**config.mk**
```make
export PLATFORM = sky130hd
export DESIGN_NAME = rlbce_front
export DESIGN_NICKNAME = d
export VERILOG_FILES = /design/src/sv/rlbce_pkg.sv /design/src/sv/rlbce_front.sv
export SDC_FILE = /design/constraint.sdc
export NUM_CORES = 1
export LEC_CHECK = 0
export CORE_MARGIN = 2
export CORE_UTILIZATION = 59
export CTS_CLUSTER_SIZE = 12
export DETAILED_ROUTE_END_ITERATION = 8
export DONT_BUFFER_PORTS = 1
export HOLD_SLACK_MARGIN = 0.03
export PLACE_DENSITY = 0.86
export SLEW_MARGIN = 20
export SYNTH_ARGS = -nofsm -noshare
export SYNTH_HDL_FRONTEND = slang
export SYNTH_SLANG_ARGS = --single-unit
```
**constraint.sdc**
```tcl
create_clock -name clk -period 8.8 [get_ports clk]
set_input_delay 0.44 -clock clk [delete_from_list [all_inputs] [get_ports clk]]
set_output_delay 0.44 -clock clk [all_outputs]
set_load 0.02 [all_outputs]
```
**src/sv/rlbce_pkg.sv**
```systemverilog
// ----------------------------------------------------------------------------
// rlbce_pkg
// shared types and constants of the ring line block copy engine
// ----------------------------------------------------------------------------
package rlbce_pkg;

  localparam int LINE_PIXELS = 1024;
  localparam int ADDR_W      = $clog2(LINE_PIXELS);
  localparam int PIX_W       = 16;
  localparam int LEN_W       = ADDR_W + 1;
  localparam int CMDQ_DEPTH  = 2;

  localparam logic [1:0] OP_WRITE = 2'd0;
  localparam logic [1:0] OP_READ  = 2'd1;
  localparam logic [1:0] OP_COPY  = 2'd2;

  // classified command handed from front to back
  typedef struct packed {
    logic [1:0]        op;
    logic [ADDR_W-1:0] addr;
    logic [PIX_W-1:0]  value;
    logic [ADDR_W-1:0] src;
    logic [ADDR_W-1:0] dst;
    logic [ADDR_W-1:0] len_m1;   // saturated length minus one
    logic              upward;   // copy runs from the first pixel up
  } cmd_t;

endpackage

```
**src/sv/rlbce_front.sv**
```systemverilog
// ----------------------------------------------------------------------------
// rlbce_front
// accepts words, classifies them and queues them for the back end
// ----------------------------------------------------------------------------
module rlbce_front
  import rlbce_pkg::*;
(
  input  logic              clk,
  input  logic              rst,
  input  logic              push,
  output logic              full,
  input  logic [1:0]        opcode,
  input  logic [ADDR_W-1:0] pixel_addr,
  input  logic [PIX_W-1:0]  pixel_value,
  input  logic [ADDR_W-1:0] copy_source,
  input  logic [ADDR_W-1:0] copy_dest,
  input  logic [LEN_W-1:0]  copy_length,
  output logic              cmd_valid,
  output cmd_t              cmd,
  input  logic              cmd_pop
);

  localparam int PTR_W = $clog2(CMDQ_DEPTH);
  localparam int CNT_W = $clog2(CMDQ_DEPTH + 1);

  cmd_t             queue [CMDQ_DEPTH];
  logic [PTR_W-1:0] wptr;
  logic [PTR_W-1:0] rptr;
  logic [CNT_W-1:0] count;
  cmd_t             cls;
  logic             do_push;
  logic             do_pop;
  logic [LEN_W-1:0] len_sat;

  // zero or overlong length means the whole line
  always_comb begin
    if (copy_length == '0 || copy_length > LEN_W'(LINE_PIXELS)) begin
      len_sat = LEN_W'(LINE_PIXELS);
    end else begin
      len_sat = copy_length;
    end
    cls.op     = opcode;
    cls.addr   = pixel_addr;
    cls.value  = pixel_value;
    cls.src    = copy_source;
    cls.dst    = copy_dest;
    cls.len_m1 = ADDR_W'(len_sat - LEN_W'(1));
    cls.upward = (copy_dest <= copy_source);
  end

  assign full      = (count == CNT_W'(CMDQ_DEPTH));
  assign cmd_valid = (count != '0);
  assign cmd       = queue[rptr];
  assign do_push   = push && !full;
  assign do_pop    = cmd_pop && cmd_valid;

  always_ff @(posedge clk) begin
    if (do_push) begin
      queue[wptr] <= cls;
    end
  end

  always_ff @(posedge clk) begin
    if (rst) begin
      wptr  <= '0;
      rptr  <= '0;
      count <= '0;
    end else begin
      if (do_push) begin
        wptr <= (wptr == PTR_W'(CMDQ_DEPTH - 1)) ? '0 : wptr + PTR_W'(1);
      end
      if (do_pop) begin
        rptr <= (rptr == PTR_W'(CMDQ_DEPTH - 1)) ? '0 : rptr + PTR_W'(1);
      end
      count <= count + CNT_W'(do_push) - CNT_W'(do_pop);
    end
  end

endmodule

```
==> results.cfg, run 1 <==
[status]
run_status = finished clean

[power]
leakage_nw = 2.18
power_frac_clock_pct = 37.6
intPower_w = 0.00134
power_density_mw_per_mm2 = 303
power_w = 0.00187
max-vdd-ir-drop_mv = 0.212
switchingPower_w = 0.000528
swShare_pct = 28.2
combinationalPowerShare_pct = 20.4
p_seq_share_pct = 41.9

[drt]
drcViolationCount = 0
avgRoutedWirePerCell_microns = 19.8
via_per_inst = 5.55
wirelength_microns = 9160
drt_pass1_iterations = 4
drtIter0Drc = 123
route.vias.total = 2562
detail-route-antenna-nets = 0

[clocking]
cts-root-buf = clkbuf_8
numClockSinks = 123
cts_buffers = 17
h-tree-depth = 4
cts_buffer_depth = 2
cts_tree = done
clkTransAtPathRegs_ns = 0.06
ctsResizeCount = 0
postCtsSetupBuffers = 0
worstSkewPairLatency_ns = 0.49

[hold_path]
hp-class = in2reg

[global_route]
overflow = 0
antenna_found_initial = 0
grt_usage_pct = 21.0
grt_pass1_vias = 2738
grt_first_pass_wirelength_microns = 13600
grt_max_degree = 60

[yosys]
syn_inst = 282
seq_area_frac_synth_pct = 73.8
synth_top_area_share_pct = 71.7
synth.area.top_cells = edfxtp_1 72%, mux2_2 13%, ha_1 3.3%
ys_types = 31
yosys.area.top_type = edfxtp_1
avgSynthCellArea_sq_um = 17.5
ys_warn_count = 0
synth-edff-count = 118
netlist_top_cells_count = 118 x edfxtp_1, 59 x mux2_2, 15 x inv_1
synth.net_count = 358
ys_seq_elements = 123
synth_ff_type = edfxtp_1
synthesis.area_sq_mm = 0.00494
synthArstFlopShare_pct = 0
synthMostInstantiatedCell = edfxtp_1

[placement]
gp_congestion = 0.797
dpl.cell_count = 382
dp_hpwl_microns = 5400
numPortBuffers = 0
dpl_cell_area_sq_mm = 0.00507

[sta]
worst_slew_pin_slew_ns = 0.839
period_needed_ns = 2.64
setup_tns_ns = 0
setup_viol = 0
post-route-period-util_pct = 30.0
rsz0062_at_grt = false
hold_viol = 0
max_freq_mhz = 379
slew_viol_final = 0
slew_headroom_pct = 43.9
clock_skew_ns = 0.00923

[floorplanning]
core_area_sq_mm = 0.00818
start_util_pct = 60.4
rows = 33
chipWidth_microns = 95.5
io_pins = 124
die_y_microns = 95.5
dieArea_sq_mm = 0.00912

[finish]
drive_above_1_share_pct = 28.3
finalCoreUtilization_pct = 75.5
diodes = 0
final_cell_area_sq_mm = 0.00617
nets = 421
layout.cells.non_filler = 462
synthToLayoutAreaGrowth_pct = 24.9

[critical_path]
crit_chain = buf_4 -> mux2_2
cp-start-kind = register
crit_path_top_delay_cell = dfxtp_2
path_class = reg2out
cp.arrival_ns = 2.20
cp_slowest_stage_delay_ns = 0.73
path_max_fanout = 33
worst_setup_path_end_kind = output pin
crit_required_ns = 8.36

[run]
max_cap_viol_count = 0
[critical path: cells and delay by family, from the launching register on]
family | cells | cell delay [ns]
flops | 1 | 0.73
mux | 1 | 0.46
buf+inv | 1 | 0.49
[worst paths after layout]
path / end / slack (ns) / depth (start not counted) / start
worst max-delay path: cmd[41] / 6.16 / 2 / register
worst min-delay path: queue[1][1] / 0.15 / 1 / copy_length[0]
worst max register to register: queue[0][43] / 6.60 / 4 / count[0]
worst min register to register: rptr / 0.54 / 2 / rptr
[registers in the layout, indices dropped and copies added, names as in the netlist, named ones only]
signal	flops
count	2
queue	118
rptr	1
wptr	1
[metal layers]
layer / vias up / global-route usage [%] / wire length [microns] / share of wire (%)
met5: - / 0 / 0 / 0
met3: 14 / 5.69 / 515 / 5.6
met2: 97 / 37.1 / 5010 / 55
met4: 0 / 10.6 / 163 / 1.8
li1: 1199 / - / - / -
met1: 1252 / 23.4 / 3470 / 38
[per-stage QoR]
stage	worst slack (ns)	hold WS, ns
3_5_place_dp	6.60	0.513
3_3_place_gp	6.65	0.496
4_1_cts	6.11	0.123
2_1_floorplan	5.30	0.481
6_report	6.16	0.152
5_1_grt	6.02	0.141
[repair_timing]
item,in CTS,in global routing
endpoints found under the setup margin,0,0
hold buffers,49,0
hold endpoints to repair,101,0
[power by group through the flow]
stage                     registers, W  clock network (W)  logic, W
after floorplan               0.000776                  0  0.000327
after global placement        0.000789                  0  0.000357
after detailed placement      0.000795                  0  0.000361
after CTS                     0.000783           0.000713  0.000385
after global routing          0.000793           0.000737  0.000408
final                         0.000784           0.000703  0.000382
[area by class of cell]
cell class                 instances  area [sq um]
clock buffer                      17           414
clock inverter                    14           196
fill                             510          2010
inverter                          16          60.1
multi-input combinational        135          1210
sequential                       123          3640
tap                              105           131
timing repair buffer              52           513
[kinds of logic (layout without fill, tap and decap cells)]
| group | count (synthesis) | in the layout | synth area share, % |
|---|---|---|---|
| muxes | 60 | 60 | 13.7 |
| xor gates and xnor gates | 8 | 8 | 1.42 |
| AOI/OAI and AO/OA | 17 | 17 | 1.95 |
| buffers and inverters | 24 | 99 | 1.92 |
| adders and majority gates | 13 | 13 | 3.29 |
| and+or+nand+nor | 37 | 37 | 4.00 |
| DFF | 123 | 123 | 73.8 |
[placed cells by master, fill, tap and decap left out, drive strengths merged, types with 2 or more instances in the layout]
cell | Yosys | final
edfxtp | 118 | 118
mux2 | 59 | 59
dlygate4sd3 | 0 | 49
clkbuf | 4 | 17
inv | 15 | 17
ha | 13 | 13
nor2 | 10 | 10
nand2 | 9 | 9
a21oi | 7 | 7
xnor2 | 6 | 6
o21ai | 6 | 6
clkinv | 1 | 6
dfxtp | 5 | 5
nor3 | 5 | 5
bufinv | 0 | 4
clkinvlp | 0 | 3
buf | 4 | 3
nand4 | 2 | 2
nand3 | 2 | 2
xor2 | 2 | 2
or4 | 2 | 2
and3 | 2 | 2
Note: power is estimated with default switching activity, not from simulation.
==> run 2, diff against run 1 <==
==> constraint.sdc (replaced) <==
create_clock -name clk -period 2.6 [get_ports clk]
set_input_delay 0.13 -clock clk [delete_from_list [all_inputs] [get_ports clk]]
set_output_delay 0.13 -clock clk [all_outputs]
set_load 0.02 [all_outputs]
==> results.cfg, run 2 (synthesis results as in run 1) <==
[clocking]
numClockSinks = 123
worstSkewPairLatency_ns = 0.49
h-tree-depth = 4
cts_buffer_depth = 2
cts-root-buf = clkbuf_8
cts_buffers = 17
cts_tree = done
clkTransAtPathRegs_ns = 0.06

[finish]
layout_common_cells = 118 x edfxtp_1, 66 x dlygate4sd3_1, 59 x mux2_2
diodes = 0
synthToLayoutAreaGrowth_pct = 28.3
largest_reg_flops = 118
top_regs = queue (118), count (2)
layout.cells.non_filler = 481
top_register = queue
final_common_cell = edfxtp_1
drive_above_1_share_pct = 26.9
nets = 440

[placement]
numPortBuffers = 0
dp_hpwl_microns = 5530
dpl.cell_count = 384
gp_congestion = 0.744

[hold_path]
hp-start = copy_dest[9]
hold_path_end = queue[0][0]
hp-class = in2reg
hold_depth = 2

[drt]
drt_pass1_iterations = 4
route.vias.total = 2629
avgRoutedWirePerCell_microns = 19.4
drcViolationCount = 0
wirelength_microns = 9320
drtIter0Drc = 86
via_per_inst = 5.47
detail-route-antenna-nets = 0

[sta]
max_freq_mhz = 470
post-route-period-util_pct = 81.8
setup_tns_ns = 0
period_needed_ns = 2.13
rsz0062_at_grt = false
hold_viol = 0
worst_slew_pin_slew_ns = 0.639
slew_viol_final = 0
slew_headroom_pct = 57.4
clock_skew_ns = 0.00689
setup_viol = 0

[global_route]
grt_pass1_vias = 2787
overflow = 0
grt_usage_pct = 20.6
grt_max_degree = 35
grt_first_pass_wirelength_microns = 13600
antenna_found_initial = 0

[power]
power_density_mw_per_mm2 = 983
max-vdd-ir-drop_mv = 0.611
leakage_nw = 2.25

[critical_path]
path_class = reg2out
path_max_fanout = 34
cp-start-kind = register
crit_required_ns = 2.47
r2r_start = count[1]
worst_setup_path_end_kind = output pin
r2r_cells = 8
crit_path_top_delay_cell = dfxtp_2
r2r_setup_slack_ns = 0.73
crit_chain = buf_12 -> mux2_2
timing.rr.end = count[1]
cp.arrival_ns = 2.00
cp_slowest_stage_delay_ns = 0.73

[floorplanning]
io_pins = 124
chipWidth_microns = 95.5
rows = 33
start_util_pct = 60.4
dieArea_sq_mm = 0.00912
core_area_sq_mm = 0.00818
die_y_microns = 95.5

[status]
run_status = finished clean

[run]
max_cap_viol_count = 0
==> run 2: report_power, final <==
part	total (W)	switching (W)	internal, W
combinational	0.00137	0.000862	0.000510
sequential	0.00265	0.000129	0.00252
clock	0.00221	0.000769	0.00144
total	0.00623	0.00176	0.00447
==> run 2: final cells by class <==
type                    instances  area (sq um)
repair buffers                 71           723
flip-flops and latches        123          3640
fillers                       468          1840
clock buffers                  17           414
well taps                     105           131
inverters                      16          60.1
clock inverters                14           155
multi-input cells             135          1210
==> run 2: how the worst max path moves through the flow <==
stage	startpoint	to	slack, ns	cells past startpoint
floorplan	count[0]	queue[0][0]	0.09	3
global placement	count[1]	count[1]	0.80	8
detailed placement	count[1]	count[1]	0.73	8
global route	register	cmd[23]	0.36	2
CTS	register	cmd[23]	0.44	2
finish	register	cmd[23]	0.47	2
==> run 2: per-stage QoR <==
step,hold slack (ns),cell area [sq um],total power [W],utilization [%],worst slack (ns)
CTS,0.0373,6340,0.00627,77.5,0.445
floorplan,0.202,4940,0.00373,-,0.0851
finish,0.0711,6340,0.00623,77.5,0.475
global placement,0.199,5110,0.00391,62.5,0.805
global route,0.0649,6340,0.00646,77.5,0.358
detailed placement,0.202,5110,0.00396,62.5,0.731
==> run 2: critical path: cells and delay by family (launching register included) <==
| family | cells | cell delay (ns) |
|---|---|---|
| buffers and inverters | 1 | 0.30 |
| multiplexers | 1 | 0.44 |
| flip-flops | 1 | 0.73 |
==> run 2: metal layers <==
layer  part of all wire [%]  track usage, %
met2                     54            37.0
met1                     38            23.2
met5                      0               0
met4                    1.8            8.93
met3                    5.4            5.22
==> run 2: repair_timing <==
item / 4_1_cts / 5_1_grt
gates resized for setup: 0 / 0
setup buffers: 0 / 0
hold buffers: 66 / 0
hold endpoints to repair: 123 / 0
==> run 3, diff against run 2 <==
--- a/config.mk
+++ b/config.mk
@@ -5,8 +5,9 @@
 export SDC_FILE = /design/constraint.sdc
 export NUM_CORES = 1
 export LEC_CHECK = 0
+export ABC_AREA = 1
 export CORE_MARGIN = 2
-export CORE_UTILIZATION = 59
+export CORE_UTILIZATION = 57
 export CTS_CLUSTER_SIZE = 12
 export DETAILED_ROUTE_END_ITERATION = 8
 export DONT_BUFFER_PORTS = 1
==> constraint.sdc (replaced) <==
create_clock -name clk -period 1.85 [get_ports clk]
set_input_delay 0.0925 -clock clk [delete_from_list [all_inputs] [get_ports clk]]
set_output_delay 0.0925 -clock clk [all_outputs]
set_load 0.02 [all_outputs]
==> results.cfg, run 3 <==
[critical_path]
cp_top_family = simple AND/OR/NAND/NOR gates
cp-startpoint = copy_length[7]
path_class = in2reg
path_buf_inv = 1
cp_slowest_stage_delay_ns = 0.61
cp.arrival_ns = 2.12
r2r_start = count[0]
cp-endpoint = queue[0][9]
crit_path_top_delay_cell = dlygate4sd3_1
cp_num_cells = 11
cp-start-kind = primary input
crit_required_ns = 2.10
worst_setup_path_end_kind = register
r2r_setup_slack_ns = 0.16
crit_chain = dlygate4sd3_1 -> nor2_4 -> nand3_1 -> o21bai_2 -> nand2_2 -> nand2_1 -> ha_4 -> nand2_1 -> nor2_2 -> nand2_2 -> xor2_2
r2r_cells = 9
path_max_fanout = 4
timing.rr.end = count[1]

[yosys]
ys_warn_count = 0
synth.area.top_cells = edfxtp_1 70%, mux2_1 13%, ha_1 3.2%
synthArstFlopShare_pct = 0
synth-edff-count = 118
synthMostInstantiatedCell = edfxtp_1
seq_area_frac_synth_pct = 72.0
netlist_top_cells_count = 118 x edfxtp_1, 59 x mux2_1, 26 x nand2_1
ys_types = 31
synthesis.area_sq_mm = 0.00506
avgSynthCellArea_sq_um = 16.2
yosys.area.top_type = edfxtp_1
synth.net_count = 388
synth_ff_type = edfxtp_1
syn_inst = 312
synth_top_area_share_pct = 70.0
ys_seq_elements = 123

[sta]
hold_viol = 0
max_freq_mhz = 534
clock_skew_ns = 0.00949
setup_tns_ns = -0.0395
post-route-period-util_pct = 101
worst_slew_pin_slew_ns = 0.657
setup_viol = 2
hold_ws_ns = 0.0772
setup_ws_ns = -0.0243
period_needed_ns = 1.87
slew_headroom_pct = 55.8
slew_viol_final = 0

[clocking]
cts-root-buf = clkbuf_8
cts_tree = done
clkTransAtPathRegs_ns = 0.06
numClockSinks = 123
cts_buffer_depth = 2
worstSkewPairLatency_ns = 0.50
h-tree-depth = 4
cts_buffers = 17

[finish]
nets = 472
diodes = 0
finalCoreUtilization_pct = 75.7
layout_common_cells = 118 x edfxtp_1, 62 x dlygate4sd3_1, 59 x mux2_1
synthToLayoutAreaGrowth_pct = 29.8
drive_above_1_share_pct = 14.4
top_regs = queue (118), count (2)
top_register = queue
largest_reg_flops = 118
final_common_cell = edfxtp_1

[floorplanning]
start_util_pct = 58.3
rows = 34
dieArea_sq_mm = 0.00965
core_area_sq_mm = 0.00868
die_y_microns = 98.2
chipWidth_microns = 98.2
io_pins = 124

[power]
swShare_pct = 29.9
max-vdd-ir-drop_mv = 0.781
power_frac_clock_pct = 36.8
combinationalPowerShare_pct = 22.0
power_density_mw_per_mm2 = 1370
intPower_w = 0.00630
leakage_nw = 2.42
p_seq_share_pct = 41.3
switchingPower_w = 0.00268

[global_route]
grt_pass1_vias = 3125
globalRouteMet2Util_pct = 38.7
grt_util_met1_pct = 23.6
overflow = 0
grt.busiest_layer = met2
grt_max_degree = 60
grt_first_pass_wirelength_microns = 15800
grt_util_met3_pct = 7.59
grt_usage_pct = 21.8
antenna_found_initial = 0

[drt]
drcViolationCount = 0
wirelength_microns = 10300
via_per_inst = 5.64
avgRoutedWirePerCell_microns = 20.0
detail-route-antenna-nets = 0
route.vias.total = 2916
drtIter0Drc = 205
drt_pass1_iterations = 5

[status]
run_status = complete, but fails checks
failed_checks = setup timing

[run]
max_cap_viol_count = 0

[placement]
gp_congestion = 0.860
numPortBuffers = 0
dp_hpwl_microns = 5800

[hold_path]
hp-class = in2reg
## run 3: how the worst min path moves through the flow
stage               depth (start not counted)           end      startpoint  slack [ns]
floorplan                                   1      register             rst        0.16
global placement                            1      register             rst        0.16
detailed placement                          1      register             rst        0.16
CTS                                         6  queue[1][10]  copy_length[8]        0.03
global route                                3   queue[0][8]  copy_length[1]        0.08
finish                                      3   queue[1][6]  copy_length[1]        0.08
## run 3: worst reg2reg max path: stages, from the launching register on
cell and delay [ns]:
dfxtp_1 0.33, or2_1 0.23, nand2_1 0.11, inv_1 0.06, ha_1 0.26, inv_1 0.03
ha_1 0.20, xnor2_2 0.15, nand2_1 0.06, nor3b_1 0.13
## run 3: cell type report
type | count | area [sq um]
inverters | 26 | 97.6
multi-input cells | 155 | 1320
fillers | 490 | 2110
flip-flops and latches | 123 | 3650
well taps | 108 | 135
repair buffers | 73 | 771
clock buffers | 17 | 414
clock inverters | 15 | 189
## run 3: per-stage QoR
stage	cell area, sq um	worst slack, ns	power (W)	instances
6_report	6570	-0.0243	0.00898	517
5_1_grt	6570	-0.0436	0.00936	517
4_1_cts	6520	0.0420	0.00903	515
3_5_place_dp	5290	0.146	0.00558	420
3_3_place_gp	5290	0.249	0.00551	420
2_1_floorplan	5070	-0.631	0.00516	312
## run 3: power by group through the flow
stage	Combinational (W)	Sequential, W	Clock (W)
2_1_floorplan	0.00146	0.00369	0
3_3_place_gp	0.00179	0.00372	0
3_5_place_dp	0.00182	0.00376	0
4_1_cts	0.00197	0.00371	0.00336
5_1_grt	0.00211	0.00374	0.00350
6_report	0.00197	0.00371	0.00330
## run 3: cell families (layout without fill, tap and decap cells)
logic type,count (synthesis),after routing,share of synthesized area (%)
flip-flops,123,123,72.0
AND/OR/NAND/NOR,59,59,5.24
adder cells (fa/ha/maj),13,13,3.21
multiplexers,59,59,13.1
buffers and inverters,34,131,2.87
AO/OA/AOI/OAI,18,18,2.37
XOR/XNOR,6,6,1.19
## run 3: what timing repair did
item                                    in CTS  in global routing
gates resized for setup                      1                  6
pin swaps                                    0                  4
buffers inserted                             0                  2
hold buffers                                63                  0
endpoints found under the hold margin      123                  0
endpoints found under the setup margin      48                  5
## run 3: routing by layer
| metal | routed length [microns] | share of wire (%) | vias to the layer above |
|---|---|---|---|
| li1 | - | - | 1326 |
| met1 | 3820 | 37 | 1431 |
| met2 | 5510 | 53 | 137 |
| met3 | 748 | 7.2 | 22 |
| met4 | 260 | 2.5 | 0 |
| met5 | 0 | 0 | - |
